[src/rtl/nszc_pkg.sv]
// ----------------------------------------------------------------------------
// Nearest sphere zone check package
// Shared types, widths and constants for the hazard zone checker.
// ----------------------------------------------------------------------------
`default_nettype none

package nszc_pkg;

    localparam int COORD_W     = 24;
    localparam int RAD_W       = 23;
    localparam int HOR_W       = 16;
    localparam int ZIDX_W      = 4;
    localparam int ABS_W       = COORD_W + 1;
    localparam int SQ_W        = 2 * COORD_W + 1;
    localparam int D2_W        = SQ_W + 1;
    localparam int R2_W        = 2 * RAD_W;
    localparam int ROOT_W      = RAD_W;
    localparam int SPEED_W     = 35;
    localparam int SPEED_SHIFT = 7;

    localparam int DEF_NUM_ZONES = 16;

    localparam logic [11:0]     SPEED_NUM = 12'd3125;
    localparam logic [RAD_W-1:0] DIST_NONE = {RAD_W{1'b1}};
    localparam logic [HOR_W-1:0] TTI_NONE  = {HOR_W{1'b1}};

    localparam logic ACT_ADD   = 1'b0;
    localparam logic ACT_CHECK = 1'b1;

    localparam logic STATUS_OK   = 1'b0;
    localparam logic STATUS_FULL = 1'b1;

    typedef struct packed {
        logic                      action;
        logic signed [COORD_W-1:0] pos_x;
        logic signed [COORD_W-1:0] pos_y;
        logic signed [COORD_W-1:0] pos_z;
        logic [RAD_W-1:0]          radius;
        logic [HOR_W-1:0]          horizon_ms;
    } cmd_t;

    typedef struct packed {
        logic              status;
        logic              hit;
        logic [ZIDX_W-1:0] zone_index;
        logic [RAD_W-1:0]  distance;
        logic [HOR_W-1:0]  tti_ms;
        logic              tti_infinite;
    } result_t;

    typedef struct packed {
        logic signed [COORD_W-1:0] x;
        logic signed [COORD_W-1:0] y;
        logic signed [COORD_W-1:0] z;
        logic [RAD_W-1:0]          r;
    } zone_t;

    typedef struct packed {
        logic            pending;
        logic            found;
        logic [D2_W-1:0] best_d2;
    } scan_status_t;

    typedef enum logic [1:0] {
        ST_IDLE,
        ST_WALK,
        ST_ROOT,
        ST_FIN
    } state_t;

endpackage

`default_nettype wire

[src/rtl/nszc_zone_mem.sv]
// ----------------------------------------------------------------------------
// Zone table memory
// One-port-write, one-port-read synchronous store of zone centres and radii.
// ----------------------------------------------------------------------------
`default_nettype none

module nszc_zone_mem
    import nszc_pkg::*;
#(
    parameter int NUM_ZONES = DEF_NUM_ZONES,
    parameter int IDX_W     = (NUM_ZONES > 1) ? $clog2(NUM_ZONES) : 1
)
(
    input  wire logic             clk,
    input  wire logic             wr_en,
    input  wire logic [IDX_W-1:0] wr_addr,
    input  wire zone_t            wr_data,
    input  wire logic             rd_en,
    input  wire logic [IDX_W-1:0] rd_addr,
    output zone_t                 rd_data
);

    zone_t mem [NUM_ZONES];

    always_ff @(posedge clk)
    begin
        if (wr_en)
        begin
            mem[wr_addr] <= wr_data;
        end
    end

    always_ff @(posedge clk)
    begin
        if (rd_en)
        begin
            rd_data <= mem[rd_addr];
        end
    end

endmodule

`default_nettype wire

[config.mk]
export PLATFORM = sky130hd
export DESIGN_NAME = nszc_zone_mem
export DESIGN_NICKNAME = d
export VERILOG_FILES = /design/src/rtl/nszc_pkg.sv /design/src/rtl/nszc_zone_mem.sv
export SDC_FILE = /design/constraint.sdc
export NUM_CORES = 1
export LEC_CHECK = 0
export BUFFER_PORTS_ARGS = -buffer_cell sky130_fd_sc_hd__buf_2
export CAP_MARGIN = 15
export CORE_MARGIN = 5
export CORE_UTILIZATION = 50
export DETAILED_ROUTE_END_ITERATION = 6
export PLACE_DENSITY_LB_ADDON = 0.08
export SLEW_MARGIN = 5
export SYNTH_ARGS = -nofsm -noshare
export SYNTH_HDL_FRONTEND = slang
export SYNTH_SLANG_ARGS = --single-unit
[constraint.sdc]
create_clock -name clk -period 8.2 [get_ports clk]
set_input_delay 0 -clock clk [delete_from_list [all_inputs] [get_ports clk]]
set_output_delay 0 -clock clk [all_outputs]
set_load 0.02 [all_outputs]
==> impl_metrics.json, run 1 <==
{
  "max_stage_delay_ns": 0.83,
  "crit_buf_inv": 4,
  "pwr-share-seq": 0.543,
  "io_buffers": 200,
  "ys_seq_area_frac": 0.8130,
  "clkPwrFrac": 0.408,
  "r2r_start": "mem[8][39]",
  "antenna_found_initial": 8,
  "avgRoutedWirePerCell_um": 30.36,
  "synth_top_area_frac": 0.8130,
  "fp.dieArea_um2": 126300,
  "leakage_nw": 21.87,
  "cts_sinks": 1615,
  "wl_met3_um": 6049,
  "fin_ws_ns": 5.359,
  "dieWidth_um": 355.4,
  "synth-seq-cells": 1615,
  "finalSetupViolCount": 0,
  "cp.depth": 6,
  "worstPathArrival_ns": 3.21,
  "rows": 126,
  "path_class": "in -> reg",
  "crit_chain": "dlygate4sd3_1 -> buf_2 -> or3b_2 -> dlygate4sd3_1 -> nor2_4 -> buf_4",
  "cts_buffer_depth": 3,
  "clk_latency_ns": 0.76,
  "grt_pass1_vias": 28970,
  "synth_top_cell_by_area": "edfxtp_1",
  "clock_skew_ns": 0.02119,
  "cpMostUsedCell": "dlygate4sd3_1",
  "clk_pin_slew_ns": 0.07,
  "regArea_um2": 48500,
  "hold_path_end": "rd_data[41]",
  "synthesis.nets": 2540,
  "switchingPower_mw": 3.555,
  "finalSetupTns_ns": 0,
  "swShare": 0.2061,
  "drt_iter0_markers": 2483,
  "worst_pin_slew_ns": 1.175,
  "r2r-end": "rd_data[39]",
  "firstDrtPassIters": 5,
  "overflow": 0,
  "place_hpwl_um": 60790,
  "grt_max_degree": 141,
  "status": "finished, final reports clean",
  "synth_area_um2": 59650,
  "min_path_type": "in -> reg",
  "ios": 201,
  "via_per_inst": 5.990,
  "drc": 0,
  "combPwrFrac": 0.049,
  "grt_first_pass_wirelength_um": 198700,
  "multiInputGateArea_um2": 10610,
  "dp_slack_ns": 4.987,
  "cp-start-kind": "input pin",
  "r2r_setup_slack_ns": 6.71,
  "crit_fanout": 44,
  "power.density_nw_per_um2": 251.6,
  "critPathTopFamily": "buffers and inverters",
  "ys_warn_count": 0,
  "drive_gt1_frac": 0.2900,
  "cp-end-kind": "flop",
  "core_um2": 118200,
  "avgSynthCellArea_um2": 24.51,
  "highest_layer": "met5",
  "yosys-top-cells-area": "edfxtp_1 81%, mux4_2 14%, a22oi_1 2.4%, nand2_1 0.60%, clkbuf_1 0.47%",
  "whs_ns": 0.03333,
  "hold_violations": 0,
  "final_core_util": 0.5801,
  "met2WireLength_um": 71620,
  "gp_congestion": 0.6877,
  "post-route-period-util": 0.3465,
  "areaGrowthSynthToFinish_pct": 14.98,
  "die_h_um": 355.4,
  "p_int_mw": 13.70,
  "hp-start": "rd_addr[3]",
  "min_period_ns": 2.841,
  "slew_violations": 0,
  "fin_nets": 2919,
  "htree_levels": 4,
  "p_total_mw": 17.25,
  "r2r_cells": 3,
  "drtAntennaViolNets": 0,
  "numCtsBuffers": 163,
  "max_freq_ghz": 0.3520,
  "cp.required_ns": 8.57,
  "cts_tree": "done",
  "root_buffer": "clkbuf_16",
  "hold_depth": 4,
  "peakVddDrop_mv": 0.2055,
  "maxCapViolCount": 0,
  "start_util": 0.5045,
  "finalWirelength_um": 136300,
  "grt_use_total": 0.2179,
  "slowest_stage": "buf_4",
  "maxSlewHeadroom": 0.2165,
  "wirelength_met1_um": 56020,
  "syn_inst": 2434,
  "synth.distinct_cells": 17,
  "via_count": 26880,
  "n_fill_cell": 8542,
  "rsz0062_at_grt": "no"
}
tightest hold or removal path: cells and delay by family:
family,cells,cell delay (ns)
buf+inv,1,0.15
simple gates,2,0.23
compound gates,1,0.22
layer usage:
metal | track usage | up-vias
met3 | 0.03085 | 184
met4 | 0.05543 | 6
met5 | 0 | -
met2 | 0.3828 | 696
li1 | - | 11310
met1 | 0.2915 | 14690
through the flow:
step | area (um^2) | std cells
6_report | 68590 | 4488
3_3_place_gp | 62540 | 4086
2_1_floorplan | 59650 | 2434
3_5_place_dp | 62540 | 4086
5_1_grt | 68580 | 4484
4_1_cts | 68580 | 4484
worst max-delay path by stage:
stage | from | end | slack [ns]
floorplan | wr_addr[2] | mem[0][0] | 0.59
global placement | rd_addr[0] | rd_data[79] | 5.04
global route | wr_addr[3] | mem[2][63] | 5.28
detailed placement | rd_addr[0] | rd_data[84] | 4.99
finish | wr_addr[3] | mem[2][61] | 5.36
CTS | wr_addr[3] | mem[2][59] | 5.37
cell usage after synthesis (all sizes together):
cell       n
nor2b      2
edfxtp  1615
or3b       1
nand3b     2
nand3      1
mux4     380
nand2b     2
a22oi    190
buf       53
clkbuf    74
nor3       4
nor2      13
and2       1
nand2     96
cell families after synthesis:
kind of cell / after synthesis / share of synthesized area
AOI/OAI and AO/OA: 190 / 0.02391
buffers and inverters: 127 / 0.01139
muxes: 380 / 0.1435
DFF: 1615 / 0.8130
and+or+nand+nor: 122 / 0.008202
power groups by stage:
stage	clock network (mW)	registers (mW)	logic [mW]
after floorplan	0	9.58	0.439
after global placement	0	9.53	0.813
after detailed placement	0	9.54	0.829
after CTS	7.19	9.37	0.874
after global routing	7.55	9.37	0.921
final	7.04	9.36	0.853
flip-flops by register name (all words and copies together), names as in the netlist:
| register | flops |
|---|---|
| mem | 1520 |
| rd_data | 95 |
cell usage in the layout, fill, tap and decap left out:
cell / synthesis / final
diode_2: 0 / 4
nand3b_1: 2 / 2
or3b_2: 1 / 1
nand2_1: 96 / 96
dlygate4sd3_1: 0 / 98
buf_8: 0 / 2
nor2_4: 0 / 13
buf_2: 27 / 197
nor2b_4: 0 / 2
buf_12: 0 / 13
inv_6: 0 / 7
buf_6: 22 / 1
edfxtp_1: 1615 / 1615
nor3_2: 0 / 4
clkinv_1: 0 / 38
bufinv_16: 0 / 10
nand3_1: 1 / 1
and2_4: 0 / 1
clkbuf_1: 74 / 51
nand2b_1: 2 / 2
clkinv_2: 0 / 23
clkinv_8: 0 / 4
buf_4: 1 / 30
clkbuf_16: 0 / 167
a22oi_1: 190 / 190
mux4_2: 380 / 380
repair_timing:
action / 4_1_cts / 5_1_grt
endpoints found under the hold margin: 1597 / 0
gates resized for setup: 0 / 0
endpoints found under the setup margin: 0 / 0
buffers inserted: 0 / 0
hold buffers: 98 / 0
final cells by class:
class                      instances  area share
sequential                      1615      0.7071
multi-input combinational        692      0.1547
clock buffer                     218     0.06372
timing repair buffer             341     0.03636
tap                             1536     0.02802
clock inverter                    82    0.009979
antenna                            4   0.0001459
(Power assumes the default switching activity.)
==> inputs of run 2 (changes only) <==
clock period = 2.3 ns   (was 8.2 ns; I/O delays follow)
==> run 2 against run 1 <==
Count of clock-buffer cells in the layout fell by 11. Core utilization grew 1.4 points. Clock skew down 0.0061 ns. Global-route usage rose by 0.45 points. Critical path depth rose by 1. Cell count up 2.4%. First-iteration DRC count up 4.5%. Design area up 2.5%. Flip-flop and latch count unchanged. Clock power rose to 3.6 times the previous value. Sequential power increased to 3.6 times the previous value. Highest routed layer unchanged.
==> impl_metrics.json, run 2 (synthesis results as in run 1) <==
{
  "status": "finished, final reports clean",
  "hold_violations": 0,
  "die_h_um": 355.4,
  "wirelength_met1_um": 57220,
  "io_buffers": 200,
  "worstPathArrival_ns": 2.58,
  "via_per_inst": 6.006,
  "via_count": 27590,
  "peakVddDrop_mv": 0.7480,
  "placed_cell_area_um2": 64040,
  "final_core_util": 0.5945,
  "core_um2": 118200,
  "crit_fanout": 28,
  "r2r_setup_slack_ns": 0.76,
  "overflow": 0,
  "cts_tree": "done",
  "final_common_cell": "edfxtp_1",
  "slew_violations": 0,
  "layout_common_cells": "1615 x edfxtp_1, 380 x mux4_2, 197 x buf_2",
  "drc": 0,
  "min_period_ns": 2.146,
  "critPathTopFamily": "buffers and inverters",
  "fin_nets": 3023,
  "wl_met3_um": 8566,
  "top_regs": "mem (1520), rd_data (95)",
  "min_path_type": "in -> reg",
  "grt_pass1_vias": 29480,
  "areaGrowthSynthToFinish_pct": 17.84,
  "drt_iter0_markers": 2594,
  "slowest_stage": "dlygate4sd3_1",
  "largest_register": "mem",
  "finalWirelength_um": 138500,
  "clk_latency_ns": 0.75,
  "drtAntennaViolNets": 0,
  "grt_use_total": 0.2225,
  "drive_gt1_frac": 0.3140,
  "leakage_nw": 22.68,
  "post_cts_buffers": 0,
  "finalSetupTns_ns": 0,
  "place_hpwl_um": 76710,
  "cp-end-kind": "flop",
  "path_class": "in -> reg",
  "cts_buffer_depth": 3,
  "grt_max_degree": 75,
  "p_total_mw": 62.17,
  "post-route-period-util": 0.9330,
  "cp-start-kind": "input pin",
  "antenna_found_initial": 8,
  "firstDrtPassIters": 5,
  "worst_pin_slew_ns": 0.6998,
  "grt_first_pass_wirelength_um": 203300,
  "rsz0062_at_grt": "no",
  "finalSetupViolCount": 0,
  "met2WireLength_um": 69910,
  "max_freq_ghz": 0.4660,
  "cp.required_ns": 2.73,
  "root_buffer": "clkbuf_16",
  "crit_chain": "dlygate4sd3_1 -> buf_2 -> nand3b_1 -> nor3_4 -> dlygate4sd3_1 -> buf_12 -> buf_12",
  "clk_pin_slew_ns": 0.06,
  "highest_layer": "met5",
  "maxCapViolCount": 0,
  "rows": 126,
  "cts_resized": 0,
  "numCtsBuffers": 163,
  "clock_skew_ns": 0.01504,
  "maxSlewHeadroom": 0.5335,
  "max_stage_delay_ns": 0.65,
  "power.density_nw_per_um2": 884.5,
  "gp_congestion": 0.7325,
  "cts_sinks": 1615,
  "start_util": 0.5045,
  "avgRoutedWirePerCell_um": 30.14,
  "crit_buf_inv": 5,
  "largest_reg_flops": 1520,
  "htree_levels": 4,
  "final_cell_area_um2": 70290,
  "dieWidth_um": 355.4,
  "fp.dieArea_um2": 126300,
  "ios": 201
}
## run 2: cell count changes in the layout (fill, tap and decap cells not counted), sizes merged
cell / delta
diode: +3
clkinvlp: +2
clkinv: +3
buf: +95
inv: +2
clkbuf: -11
dlygate4sd3: +9
bufinv: +3
## run 2: worst reg2reg max path: cells and delay by family, from the launching register on
kind            cells  cell delay (ns)
flops               1             0.37
simple gates        1             0.19
compound gates      1             0.22
mux                 1             0.46
## run 2: cell type report
cell class,count,area [um^2]
fill,8334,47950
clock inverter,92,805.8
clock buffer,207,4350
multi-input combinational,692,10650
timing repair buffer,445,4048
tap,1536,1922
sequential,1615,48500
antenna,7,17.52
## run 2: stage by stage
| step | cells | hold slack [ns] | setup WS [ns] |
|---|---|---|---|
| 2_1_floorplan | 2434 | 0.09887 | -0.9429 |
| 3_3_place_gp | 4181 | 0.3616 | 0.4305 |
| 3_5_place_dp | 4181 | 0.3842 | 0.4035 |
| 4_1_cts | 4587 | 0.03569 | 0.2103 |
| 5_1_grt | 4588 | 0.07749 | 0.1012 |
| 6_report | 4594 | 0.09328 | 0.1540 |
## run 2: path summary, 6_finish.rpt
kind,cells past startpoint,to,from
setup / recovery,7,mem[4][55],wr_addr[3]
hold / removal,4,mem[0][36],wr_en
setup reg to reg,3,rd_data[2],mem[10][2]
hold reg to reg,3,rd_data[78],mem[15][78]
## run 2: per-layer routing
layer  track usage  vias up
met5             0        -
met4       0.05367        4
met3       0.04126      173
met2        0.3701      882
met1        0.3115    15000
li1              -    11530
## run 2: power by group
part           leakage [nW]  total, mW  internal [mW]  switching, mW
clock                  2.52       25.5           14.8           10.7
combinational          5.48       3.27           1.35           1.91
sequential             14.7       33.4           33.2          0.208
## run 2: what timing repair did
item,4_1_cts,5_1_grt
endpoints found under the setup margin,0,0
endpoints found under the hold margin,1748,0
hold buffers,107,0
