<file path="src/rtl/nszc_pkg.sv">
// ----------------------------------------------------------------------------
// Nearest sphere zone check package
// Shared types, widths and constants for the hazard zone checker.
// ----------------------------------------------------------------------------
`default_nettype none

package nszc_pkg;

    localparam int COORD_W     = 24;
    localparam int RAD_W       = 23;
    localparam int HOR_W       = 16;
    localparam int ZIDX_W      = 4;
    localparam int ABS_W       = COORD_W + 1;
    localparam int SQ_W        = 2 * COORD_W + 1;
    localparam int D2_W        = SQ_W + 1;
    localparam int R2_W        = 2 * RAD_W;
    localparam int ROOT_W      = RAD_W;
    localparam int SPEED_W     = 35;
    localparam int SPEED_SHIFT = 7;

    localparam int DEF_NUM_ZONES = 16;

    localparam logic [11:0]     SPEED_NUM = 12'd3125;
    localparam logic [RAD_W-1:0] DIST_NONE = {RAD_W{1'b1}};
    localparam logic [HOR_W-1:0] TTI_NONE  = {HOR_W{1'b1}};

    localparam logic ACT_ADD   = 1'b0;
    localparam logic ACT_CHECK = 1'b1;

    localparam logic STATUS_OK   = 1'b0;
    localparam logic STATUS_FULL = 1'b1;

    typedef struct packed {
        logic                      action;
        logic signed [COORD_W-1:0] pos_x;
        logic signed [COORD_W-1:0] pos_y;
        logic signed [COORD_W-1:0] pos_z;
        logic [RAD_W-1:0]          radius;
        logic [HOR_W-1:0]          horizon_ms;
    } cmd_t;

    typedef struct packed {
        logic              status;
        logic              hit;
        logic [ZIDX_W-1:0] zone_index;
        logic [RAD_W-1:0]  distance;
        logic [HOR_W-1:0]  tti_ms;
        logic              tti_infinite;
    } result_t;

    typedef struct packed {
        logic signed [COORD_W-1:0] x;
        logic signed [COORD_W-1:0] y;
        logic signed [COORD_W-1:0] z;
        logic [RAD_W-1:0]          r;
    } zone_t;

    typedef struct packed {
        logic            pending;
        logic            found;
        logic [D2_W-1:0] best_d2;
    } scan_status_t;

    typedef enum logic [1:0] {
        ST_IDLE,
        ST_WALK,
        ST_ROOT,
        ST_FIN
    } state_t;

endpackage

`default_nettype wire

</file>
<file path="src/rtl/nszc_isqrt.sv">
// ----------------------------------------------------------------------------
// Integer square root
// Restoring digit-by-digit root, one result bit per cycle.
// ----------------------------------------------------------------------------
`default_nettype none

module nszc_isqrt
    import nszc_pkg::*;
(
    input  wire logic              clk,
    input  wire logic              rst_n,
    input  wire logic              start,
    input  wire logic [R2_W-1:0]   radicand,
    output logic                   done,
    output logic [ROOT_W-1:0]      root
);

    localparam int STEP_W = $clog2(ROOT_W);
    localparam int REM_W  = ROOT_W + 4;

    logic              run_reg, run_next;
    logic              done_reg, done_next;
    logic [STEP_W-1:0] step_reg, step_next;
    logic [R2_W-1:0]   rad_reg, rad_next;
    logic [REM_W-1:0]  rem_reg, rem_next;
    logic [ROOT_W-1:0] res_reg, res_next;

    logic [REM_W-1:0] rem_shift, trial;

    always_comb
    begin
        rem_shift = {rem_reg[REM_W-3:0], rad_reg[R2_W-1 -: 2]};
        trial     = {2'b00, res_reg, 2'b01};
        run_next  = run_reg;
        done_next = 1'b0;
        step_next = step_reg;
        rad_next  = rad_reg;
        rem_next  = rem_reg;
        res_next  = res_reg;
        if (start)
        begin
            run_next  = 1'b1;
            step_next = STEP_W'(ROOT_W - 1);
            rad_next  = radicand;
            rem_next  = '0;
            res_next  = '0;
        end
        else if (run_reg)
        begin
            rad_next = {rad_reg[R2_W-3:0], 2'b00};
            if (rem_shift >= trial)
            begin
                rem_next = rem_shift - trial;
                res_next = {res_reg[ROOT_W-2:0], 1'b1};
            end
            else
            begin
                rem_next = rem_shift;
                res_next = {res_reg[ROOT_W-2:0], 1'b0};
            end
            step_next = step_reg - 1'b1;
            if (step_reg == '0)
            begin
                run_next  = 1'b0;
                done_next = 1'b1;
            end
        end
    end

    always_ff @(posedge clk or negedge rst_n)
    begin
        if (!rst_n)
        begin
            run_reg  <= 1'b0;
            done_reg <= 1'b0;
        end
        else
        begin
            run_reg  <= run_next;
            done_reg <= done_next;
        end
    end

    always_ff @(posedge clk)
    begin
        step_reg <= step_next;
        rad_reg  <= rad_next;
        rem_reg  <= rem_next;
        res_reg  <= res_next;
    end

    assign done = done_reg;
    assign root = res_reg;

endmodule

`default_nettype wire

</file>
<file path="config.mk">
export PLATFORM = sky130hd
export DESIGN_NAME = nszc_isqrt
export DESIGN_NICKNAME = d
export VERILOG_FILES = /design/src/rtl/nszc_pkg.sv /design/src/rtl/nszc_isqrt.sv
export SDC_FILE = /design/constraint.sdc
export NUM_CORES = 1
export LEC_CHECK = 0
export BUFFER_PORTS_ARGS = -buffer_cell sky130_fd_sc_hd__buf_2
export CORE_MARGIN = 2
export CORE_UTILIZATION = 30
export CTS_CLUSTER_DIAMETER = 150
export DETAILED_ROUTE_END_ITERATION = 16
export GPL_ROUTABILITY_DRIVEN = 0
export SLEW_MARGIN = 20
export SYNTH_ARGS = -nofsm -noshare
export SYNTH_HDL_FRONTEND = slang
export SYNTH_SLANG_ARGS = --single-unit
</file>
<file path="constraint.sdc">
create_clock -name clk -period 2.6 [get_ports clk]
set_input_delay 0.52 -clock clk [delete_from_list [all_inputs] [get_ports clk]]
set_output_delay 0.52 -clock clk [all_outputs]
set_load 0.02 [all_outputs]
</file>
==> results.yml, run 1 <==
layout:
  syn_to_final_growth_pct: 32.5
  drive_above_1_share_pct: 40.5
  antenna_cells: 0
  nNetsFinal: 724
  nFillCells: 1747
  final_core_util_pct: 40.4
  layoutNonFillerInstCount: 883
  largest_reg_flops: 46
  stdcell_area_um2: 7230
min_path:
  min_path_cells: 2
  min-delay-path-class: "input pin to register"
  hp-start: "start"
  min_to: "root[0]"
die:
  die_area_um2: 19300
  die_w_um: 139
  start_util_pct: 30.5
  fp.dieH_um: 139
  rows: 49
  pin_count: 73
  core_um2: 17900
flow_run:
  maxCapViolations: 0
synth:
  yosys.area_share.adder_pct: 5.96
  ys_ff_latch: 101
  postSynthAreaPerCell_um2: 10.6
  yosysTopAreaCell: "edfxtp_1"
  synth-edff-count: 46
  synth_seq_area_share_pct: 45.7
  synthTopCellsByCount: "nor2_1 (56), dfxtp_1 (53), edfxtp_1 (46)"
  synthMuxAreaShare_pct: 16.0
  syn_nets: 590
  synth.most_common_cell: "nor2_1"
  async_reset_ff_share_pct: 1.98
  ys_types: 59
  netlist_area_um2: 5460
  syn-instance-count: 515
  synthSimpleGateAreaFrac_pct: 11.6
  synth_top_family_by_area: "multiplexers"
  synth-xor-area-share_pct: 3.37
  ys_warn_count: 0
  synth_compound_area_share_pct: 13.3
  yosys-top-cells-area: "edfxtp_1 (25%), dfxtp_1 (19%), mux2_2 (9.1%), mux2i_1 (7.0%), ha_1 (6.0%)"
  synth_top_area_share_pct: 25.3
  ys.flop_type: "dfxtp_1"
clock_network:
  cts_buffers: 9
  cts_tree: "built"
  clkLatencyLatePin_ns: 0.36
  clk_path_buf_depth: 2
  numClockSinks: 101
  path_clk_slew_ns: 0.08
  htreeDepth: 3
  cts-root-buf: "clkbuf_16"
sta:
  finalCriticalPeriod_ns: 2.71
  setup_viol: 16
  skew_ns: 0.00948
  setup_ws_ns: -0.107
  grt_setup_unrepaired: "true"
  final-max-slew-violation-count: 0
  fin_crit_sh_pct: 104
  hold_violations: 0
  fmax_mhz: 369
  worst_pin_slew_ns: 1.02
  slew_headroom_pct: 31.7
power_and_ir_drop:
  p_per_area_nw_per_um2: 1110
  ir_worst_vdd_uv: 516
  p_leak_nw: 3.15
worst_setup_path:
  critPathKind: "register to register"
  reg2regPathDepth: 11
  cp_data_required_time_ns: 2.85
  worstSetupStartpointType: "register"
  critical_path_arrival_ns: 2.95
  r2r_end: "rem_reg[1]"
  regToRegSetupSlack_ns: -0.11
  r2r_start: "root[22]"
  cp_max_fo: 7
  endpoint_kind: "register"
placed_design:
  place_inst: 857
  hpwlAfterDp_mm: 9.12
  place_area_um2: 6620
  port_buffers: 72
route:
  dr.pass1.iters: 5
  num_vias: 4412
  drt_iter0_drc: 271
  totalWireLength_mm: 13.2
  routedWlPerCell_um: 14.9
  drc_errors: 0
  avgViaCountPerCell: 5.00
  ant_nets: 0
grt:
  antenna_found_initial: 0
  track_usage_pct: 13.4
  grt_max_degree: 93
  grt_pass1_wl_mm: 21.5
  grt-ovfl-total: 0
  grt_pass1_vias: 4530
status:
  violations: "setup timing"
  outcome: "finished, violations left"
[through the flow]
stage / TNS, ns / setup WS (ns) / hold slack (ns) / power [W]
final: -0.630 / -0.107 / 0.378 / 0.00804
after global routing: -3.91 / -0.242 / 0.372 / 0.00859
after CTS: -0.0743 / -0.0212 / 0.368 / 0.00747
after detailed placement: -0.670 / -0.166 / 0.308 / 0.00601
after global placement: -0.390 / -0.110 / 0.305 / 0.00590
after floorplan: -1.31 / -0.120 / 0.224 / 0.00479
[worst max-delay path, cell delays in order, from the launching register on]
cell      delay (ns)
dfxtp_1         0.36
inv_1           0.09
ha_1            0.39
a2111o_1        0.44
a31oi_1         0.21
o21a_1          0.18
o31a_1          0.17
buf_4           0.12
buf_8           0.12
buf_6           0.13
nor3_1          0.05
a311o_1         0.34
[cell type report]
| cell class | count | area, µm² | area share (%) |
|---|---|---|---|
| inverters | 31 | 119 | 1.64 |
| clock inverters | 7 | 67.6 | 0.934 |
| clock buffers | 9 | 225 | 3.11 |
| well taps | 229 | 287 | 3.96 |
| flip-flops and latches | 101 | 2510 | 34.7 |
| repair buffers | 148 | 1020 | 14.1 |
| multi-input cells | 358 | 3010 | 41.6 |
[cells by family after synthesis]
logic type,after synthesis
buffers and inverters,56
XOR/XNOR,21
AND/OR/NAND/NOR,133
adder cells (fa/ha/maj),26
AO/OA/AOI/OAI,96
flip-flops,101
multiplexers,82
[per-layer routing]
layer  routed length (µm)  GRT usage (%)  vias up
met5                    0              0        -
met4                  119           4.84        0
met3                  850           3.97       13
met2                 6380           21.8      103
met1                 5830           17.1     2139
li1                     -              -     2157
[cells in the final DEF, fill, tap and decap left out, types with 11 or more instances in the layout]
master / count
mux2i_1: 37
edfxtp_1: 46
mux2_2: 44
nor2_1: 55
buf_4: 66
a211oi_1: 11
ha_1: 18
buf_2: 71
dfxtp_1: 45
a21oi_1: 14
nand2_1: 21
inv_1: 26
xnor2_1: 14
[timing repair]
action,in CTS,in global routing
pin swaps,6,14
cloned,0,2
setup endpoints to repair,21,26
gates resized for setup,6,43
endpoints found under the hold margin,2,0
setup buffers,0,7
hold buffers,1,0
[report_power, final]
part / switching [W] / leakage, nW / total (W) / internal (W)
sequential: 0.000166 / 0.952 / 0.00210 / 0.00193
combinational: 0.00214 / 2.06 / 0.00458 / 0.00244
clock: 0.000678 / 0.143 / 0.00136 / 0.000681
[worst max-delay path by stage]
stage | end | start
2_1_floorplan | rem_reg[2] | root[0]
3_3_place_gp | rem_reg[22] | root[2]
3_5_place_dp | rem_reg[22] | root[2]
4_1_cts | rem_reg[7] | root[10]
5_1_grt | rem_reg[2] | root[0]
6_report | rem_reg[1] | root[22]
No activity file was read; power rests on OpenSTA's default activity.
==> run 2: changes to the inputs <==
Settings changed: ABC_AREA set to 1.
==> results.yml, run 2 <==
status:
  outcome: "finished, final reports clean"
synth:
  postSynthAreaPerCell_um2: 6.94
  ys_ff_latch: 101
  synth_seq_area_share_pct: 42.0
  synth-edff-count: 46
  ys_types: 35
  ys_warn_count: 0
  yosys-top-cells-area: "nand2_1 (24%), edfxtp_1 (23%), dfxtp_1 (18%), inv_1 (8.2%), ha_1 (5.5%)"
  synth_top_area_share_pct: 23.7
  netlist_area_um2: 5940
  syn_nets: 931
  ys.flop_type: "dfxtp_1"
  yosysTopAreaCell: "nand2_1"
  synth.most_common_cell: "nand2_1"
  syn-instance-count: 856
  synthTopCellsByCount: "nand2_1 (375), inv_1 (130), nand3_1 (64)"
  async_reset_ff_share_pct: 1.98
clock_network:
  cts_resized: 0
  clkLatencyLatePin_ns: 0.36
  cts_buffers: 9
  path_clk_slew_ns: 0.08
  numClockSinks: 101
  clk_path_buf_depth: 2
  cts_tree: "built"
  postCtsHoldBufs: 1
  htreeDepth: 3
  cts_setup_buffers: 0
  cts-root-buf: "clkbuf_16"
grt:
  grt_pass1_vias: 5218
  track_usage_pct: 15.7
  antenna_found_initial: 0
  grt_pass1_wl_mm: 25.4
  grt_max_degree: 47
  grt-ovfl-total: 0
die:
  fp.dieH_um: 145
  rows: 51
  pin_count: 73
  core_um2: 19500
  start_util_pct: 30.5
  die_area_um2: 20900
  die_w_um: 145
placed_design:
  place_inst: 1182
  port_buffers: 72
  hpwlAfterDp_mm: 11.6
route:
  routedWlPerCell_um: 12.9
  totalWireLength_mm: 15.4
  drc_errors: 0
  ant_nets: 0
  avgViaCountPerCell: 4.47
  num_vias: 5357
  drt_iter0_drc: 327
  dr.pass1.iters: 5
power_and_ir_drop:
  ir_worst_vdd_uv: 446
  finalPower_w: 0.00762
  p_per_area_nw_per_um2: 1100
  p_leak_nw: 3.67
layout:
  final_cell_mix: "nand2_1 (375), inv_1 (129), buf_2 (72)"
  mostFrequentLayoutCell: "nand2_1"
  syn_to_final_growth_pct: 16.9
  antenna_cells: 0
  nNetsFinal: 1004
  largest_reg_flops: 46
  layoutNonFillerInstCount: 1199
  multi_input_area_um2: 2830
  regArea_um2: 2490
  drive_above_1_share_pct: 12.8
  nFillCells: 2120
  final_core_util_pct: 35.7
worst_setup_path:
  critPathKind: "register to register"
  cp_data_required_time_ns: 2.85
  crit_chain: "inv_1, ha_1, nand2_1, nor2_1, nand2_1, inv_1, nand3_2, nand2_4, buf_4, nand3_1, nand2_1, nand2_1"
  crit_family: "simple AND/OR/NAND/NOR gates"
  slowest_stage: "ha_1"
  critical_path_arrival_ns: 2.57
  path_buf_inv: 3
  worstSetupStartpointType: "register"
  endpoint_kind: "register"
  crit_top_cell: "nand2_1"
  cp_max_fo: 13
  slowest_delay_ns: 0.38
sta:
  setup_viol: 0
  hold_violations: 0
  skew_ns: 0.00770
  fin_crit_sh_pct: 89.3
  grt_setup_unrepaired: "false"
  fmax_mhz: 431
  final-max-slew-violation-count: 0
  finalCriticalPeriod_ns: 2.32
  setup-tns-final_ns: 0
  slew_headroom_pct: 43.6
  worst_pin_slew_ns: 0.845
flow_run:
  maxCapViolations: 0
min_path:
  min-delay-path-class: "input pin to register"
## run 2: cell types whose count changed in the layout (fill, tap and decap cells not counted), moves of 11 or more
| cell | previous run | this run |
|---|---|---|
| mux2_2 | 44 | 0 |
| nor2_1 | 55 | 30 |
| buf_4 | 66 | 14 |
| nand2_1 | 21 | 375 |
| inv_1 | 26 | 129 |
| mux2i_1 | 37 | 0 |
| a211oi_1 | 11 | 0 |
| nand3_1 | 7 | 64 |
| o22ai_1 | 0 | 22 |
## run 2: kinds of logic (layout without fill, tap and decap cells)
| logic type | after synthesis | after routing | synth area share, % |
|---|---|---|---|
| and+or+nand+nor | 506 | 506 | 35.4 |
| buffers and inverters | 158 | 236 | 10.4 |
| DFF | 101 | 101 | 42.0 |
| AOI/OAI and AO/OA | 55 | 55 | 5.29 |
| adders and majority gates | 26 | 26 | 5.48 |
| xor gates and xnor gates | 10 | 10 | 1.47 |
## run 2: cell type report
type,count,area share (%)
Clock buffer,10,3.30
Clock inverter,6,0.973
Inverter,132,7.14
Multi-Input combinational cell,597,40.8
Sequential cell,101,35.9
Tap cell,265,4.78
Timing Repair Buffer,88,7.14
## run 2: path summary, 6_finish.rpt
kind                              from           to  slack, ns  depth (start not counted)
setup reg to reg              root[18]  rem_reg[23]       0.28                         12
setup / recovery              root[18]  rem_reg[23]       0.28                         12
hold reg to reg            rem_reg[24]  rem_reg[24]       0.46                          2
min in group asynchronous        rst_n         done       0.47                          2
hold / removal             radicand[1]   rad_reg[1]       0.40                          3
max in group asynchronous        rst_n      run_reg       2.04                          2
## run 2: metal layers
| metal | routed length [µm] | GRT usage [%] |
|---|---|---|
| met5 | 0 | 0 |
| met4 | 404 | 6.54 |
| met3 | 847 | 3.42 |
| met2 | 6620 | 25.0 |
| met1 | 7550 | 20.7 |
## run 2: metrics by stage
step | worst slack (ns) | hold slack (ns) | area (µm²)
after global routing | 0.0670 | 0.428 | 6940
final | 0.279 | 0.404 | 6940
after floorplan | 0.600 | 0.224 | 5940
after global placement | 0.395 | 0.308 | 6640
after detailed placement | 0.316 | 0.309 | 6640
after CTS | 0.296 | 0.395 | 6940
## run 2: worst min-delay path: stages
cell and delay (ns):
buf_2 0.07, nand2_1 0.04, inv_1 0.04
## run 2: where the power goes
group,total [W],leakage (nW),internal (W),switching (W)
clock network,0.00139,0.142,0.000755,0.000637
registers,0.00206,0.965,0.00192,0.000141
logic,0.00417,2.56,0.00148,0.00269
==> run 3: changes to the inputs <==
Settings changed: ABC_AREA 1 to not set, BUFFER_PORTS_ARGS -buffer_cell sky130_fd_sc_hd__buf_2 to not set, DONT_BUFFER_PORTS set to 1.
==> results.yml, run 3 (synthesis gave the netlist of run 1 again) <==
status:
  outcome: "finished, violations left"
  violations: "setup timing"
sta:
  fmax_mhz: 381
  grt_setup_unrepaired: "true"
  fin_crit_sh_pct: 101
  setup_ws_ns: -0.0228
  setup_viol: 5
  worst_pin_slew_ns: 0.855
  hold_violations: 0
  setup-tns-final_ns: -0.0603
  final-max-slew-violation-count: 0
  finalCriticalPeriod_ns: 2.62
  slew_headroom_pct: 42.9
  skew_ns: 0.00879
route:
  drt_iter0_drc: 226
  dr.pass1.iters: 4
  totalWireLength_mm: 12.7
  routedWlPerCell_um: 15.3
  drc_errors: 0
  ant_nets: 0
  num_vias: 4137
  avgViaCountPerCell: 4.99
worst_setup_path:
  regToRegSetupSlack_ns: -0.02
  crit_family: "compound AO/OA/AOI/OAI gates"
  worstSetupStartpointType: "register"
  endpoint_kind: "register"
  path_buf_inv: 2
  crit_chain: "inv_4, ha_4, nor2_4, o31ai_4, o2111ai_4, a2111oi_4, nor3b_2, o31a_1, buf_6, o21bai_1, a311oi_1"
  slowest_stage: "dfxtp_4"
  cp_max_fo: 11
  cp_data_required_time_ns: 2.86
  critical_path_arrival_ns: 2.88
  critPathKind: "register to register"
  slowest_delay_ns: 0.36
placed_design:
  port_buffers: 0
  hpwlAfterDp_mm: 8.98
layout:
  regArea_um2: 2510
  mostFrequentLayoutCell: "buf_4"
  final_core_util_pct: 38.9
  nFillCells: 1761
  final_cell_mix: "buf_4 (85), nor2_1 (55), dfxtp_1 (47)"
  multi_input_area_um2: 3000
  nNetsFinal: 669
  syn_to_final_growth_pct: 27.6
  drive_above_1_share_pct: 34.1
  largest_reg_flops: 46
die:
  fp.dieH_um: 139
  rows: 49
  pin_count: 73
  die_w_um: 139
  core_um2: 17900
  start_util_pct: 30.5
  die_area_um2: 19300
clock_network:
  clk_path_buf_depth: 2
  cts-root-buf: "clkbuf_16"
  clkLatencyLatePin_ns: 0.36
  numClockSinks: 101
  path_clk_slew_ns: 0.08
  htreeDepth: 3
  cts_buffers: 9
  cts_tree: "built"
grt:
  grt-ovfl-total: 0
  grt_pass1_vias: 4352
  antenna_found_initial: 2
  grt_max_degree: 98
  grt_pass1_wl_mm: 20.9
  track_usage_pct: 13.3
power_and_ir_drop:
  finalPower_w: 0.00797
  pwr-share-clk_pct: 18.0
  p_leak_nw: 2.91
  p_per_area_nw_per_um2: 1150
  switchingPower_w: 0.00289
  comb_power_share_pct: 55.7
  switching_share_pct: 36.3
  power_frac_seq_pct: 26.3
  ir_worst_vdd_uv: 448
  intPower_w: 0.00508
flow_run:
  maxCapViolations: 0
min_path:
  min-delay-path-class: "input pin to register"
[run 3: cell types whose count changed in the layout (fill, tap and decap cells not counted), moves of 12 or more]
cell and delta:
nand3_1 -56, mux2_2 +44, mux2i_1 +38, buf_2 -72
buf_4 +71, nor2_1 +25, inv_1 -102, nand2_1 -353
a211oi_1 +12, o22ai_1 -22
[run 3: area by class of cell]
| class | count | area share, % |
|---|---|---|
| multi-input combinational | 358 | 43.1 |
| inverter | 31 | 1.71 |
| sequential | 101 | 36.0 |
| antenna | 1 | 0.0359 |
| tap | 229 | 4.12 |
| clock inverter | 7 | 1.29 |
| clock buffer | 9 | 3.23 |
| timing repair buffer | 93 | 10.4 |
[run 3: what timing repair did]
item	CTS	global route
pin swaps	10	11
resized for setup	13	29
buffers inserted	5	1
hold endpoints to repair	2	0
hold buffers	1	0
cloned	0	0
setup endpoints to repair	21	24
[run 3: final timing paths]
| kind | from | endpoint | cells past startpoint |
|---|---|---|---|
| hold reg to reg | rem_reg[20] | rem_reg[20] | 2 |
| setup reg to reg | root[0] | rem_reg[24] | 11 |
| setup / recovery | root[0] | rem_reg[24] | 11 |
| min in group asynchronous | rst_n | done | 1 |
| max in group asynchronous | rst_n | run_reg | 1 |
| hold / removal | start | root[0] | 1 |
[run 3: stage by stage]
stage	setup WS, ns	cell area [µm²]	hold WS, ns	cells
floorplan	-0.120	5550	0.224	515
global placement	-0.0766	6370	0.225	805
detailed placement	-0.160	6370	0.225	805
CTS	-0.0394	6810	0.202	827
global route	-0.109	6960	0.203	828
finish	-0.0228	6960	0.245	829
[run 3: layer usage]
layer	global-route usage, %	routed length [µm]	vias up
li1	-	-	2048
met4	3.88	174	2
met3	6.04	907	15
met5	0	16	-
met2	22.3	6240	87
met1	15.4	5370	1985
[run 3: power groups by stage]
| stage | clock network, W | registers [W] | logic, W |
|---|---|---|---|
| after floorplan | 0 | 0.00211 | 0.00269 |
| after global placement | 0 | 0.00210 | 0.00380 |
| after detailed placement | 0 | 0.00212 | 0.00389 |
| after CTS | 0.00150 | 0.00208 | 0.00417 |
| after global routing | 0.00156 | 0.00212 | 0.00486 |
| final | 0.00144 | 0.00209 | 0.00444 |
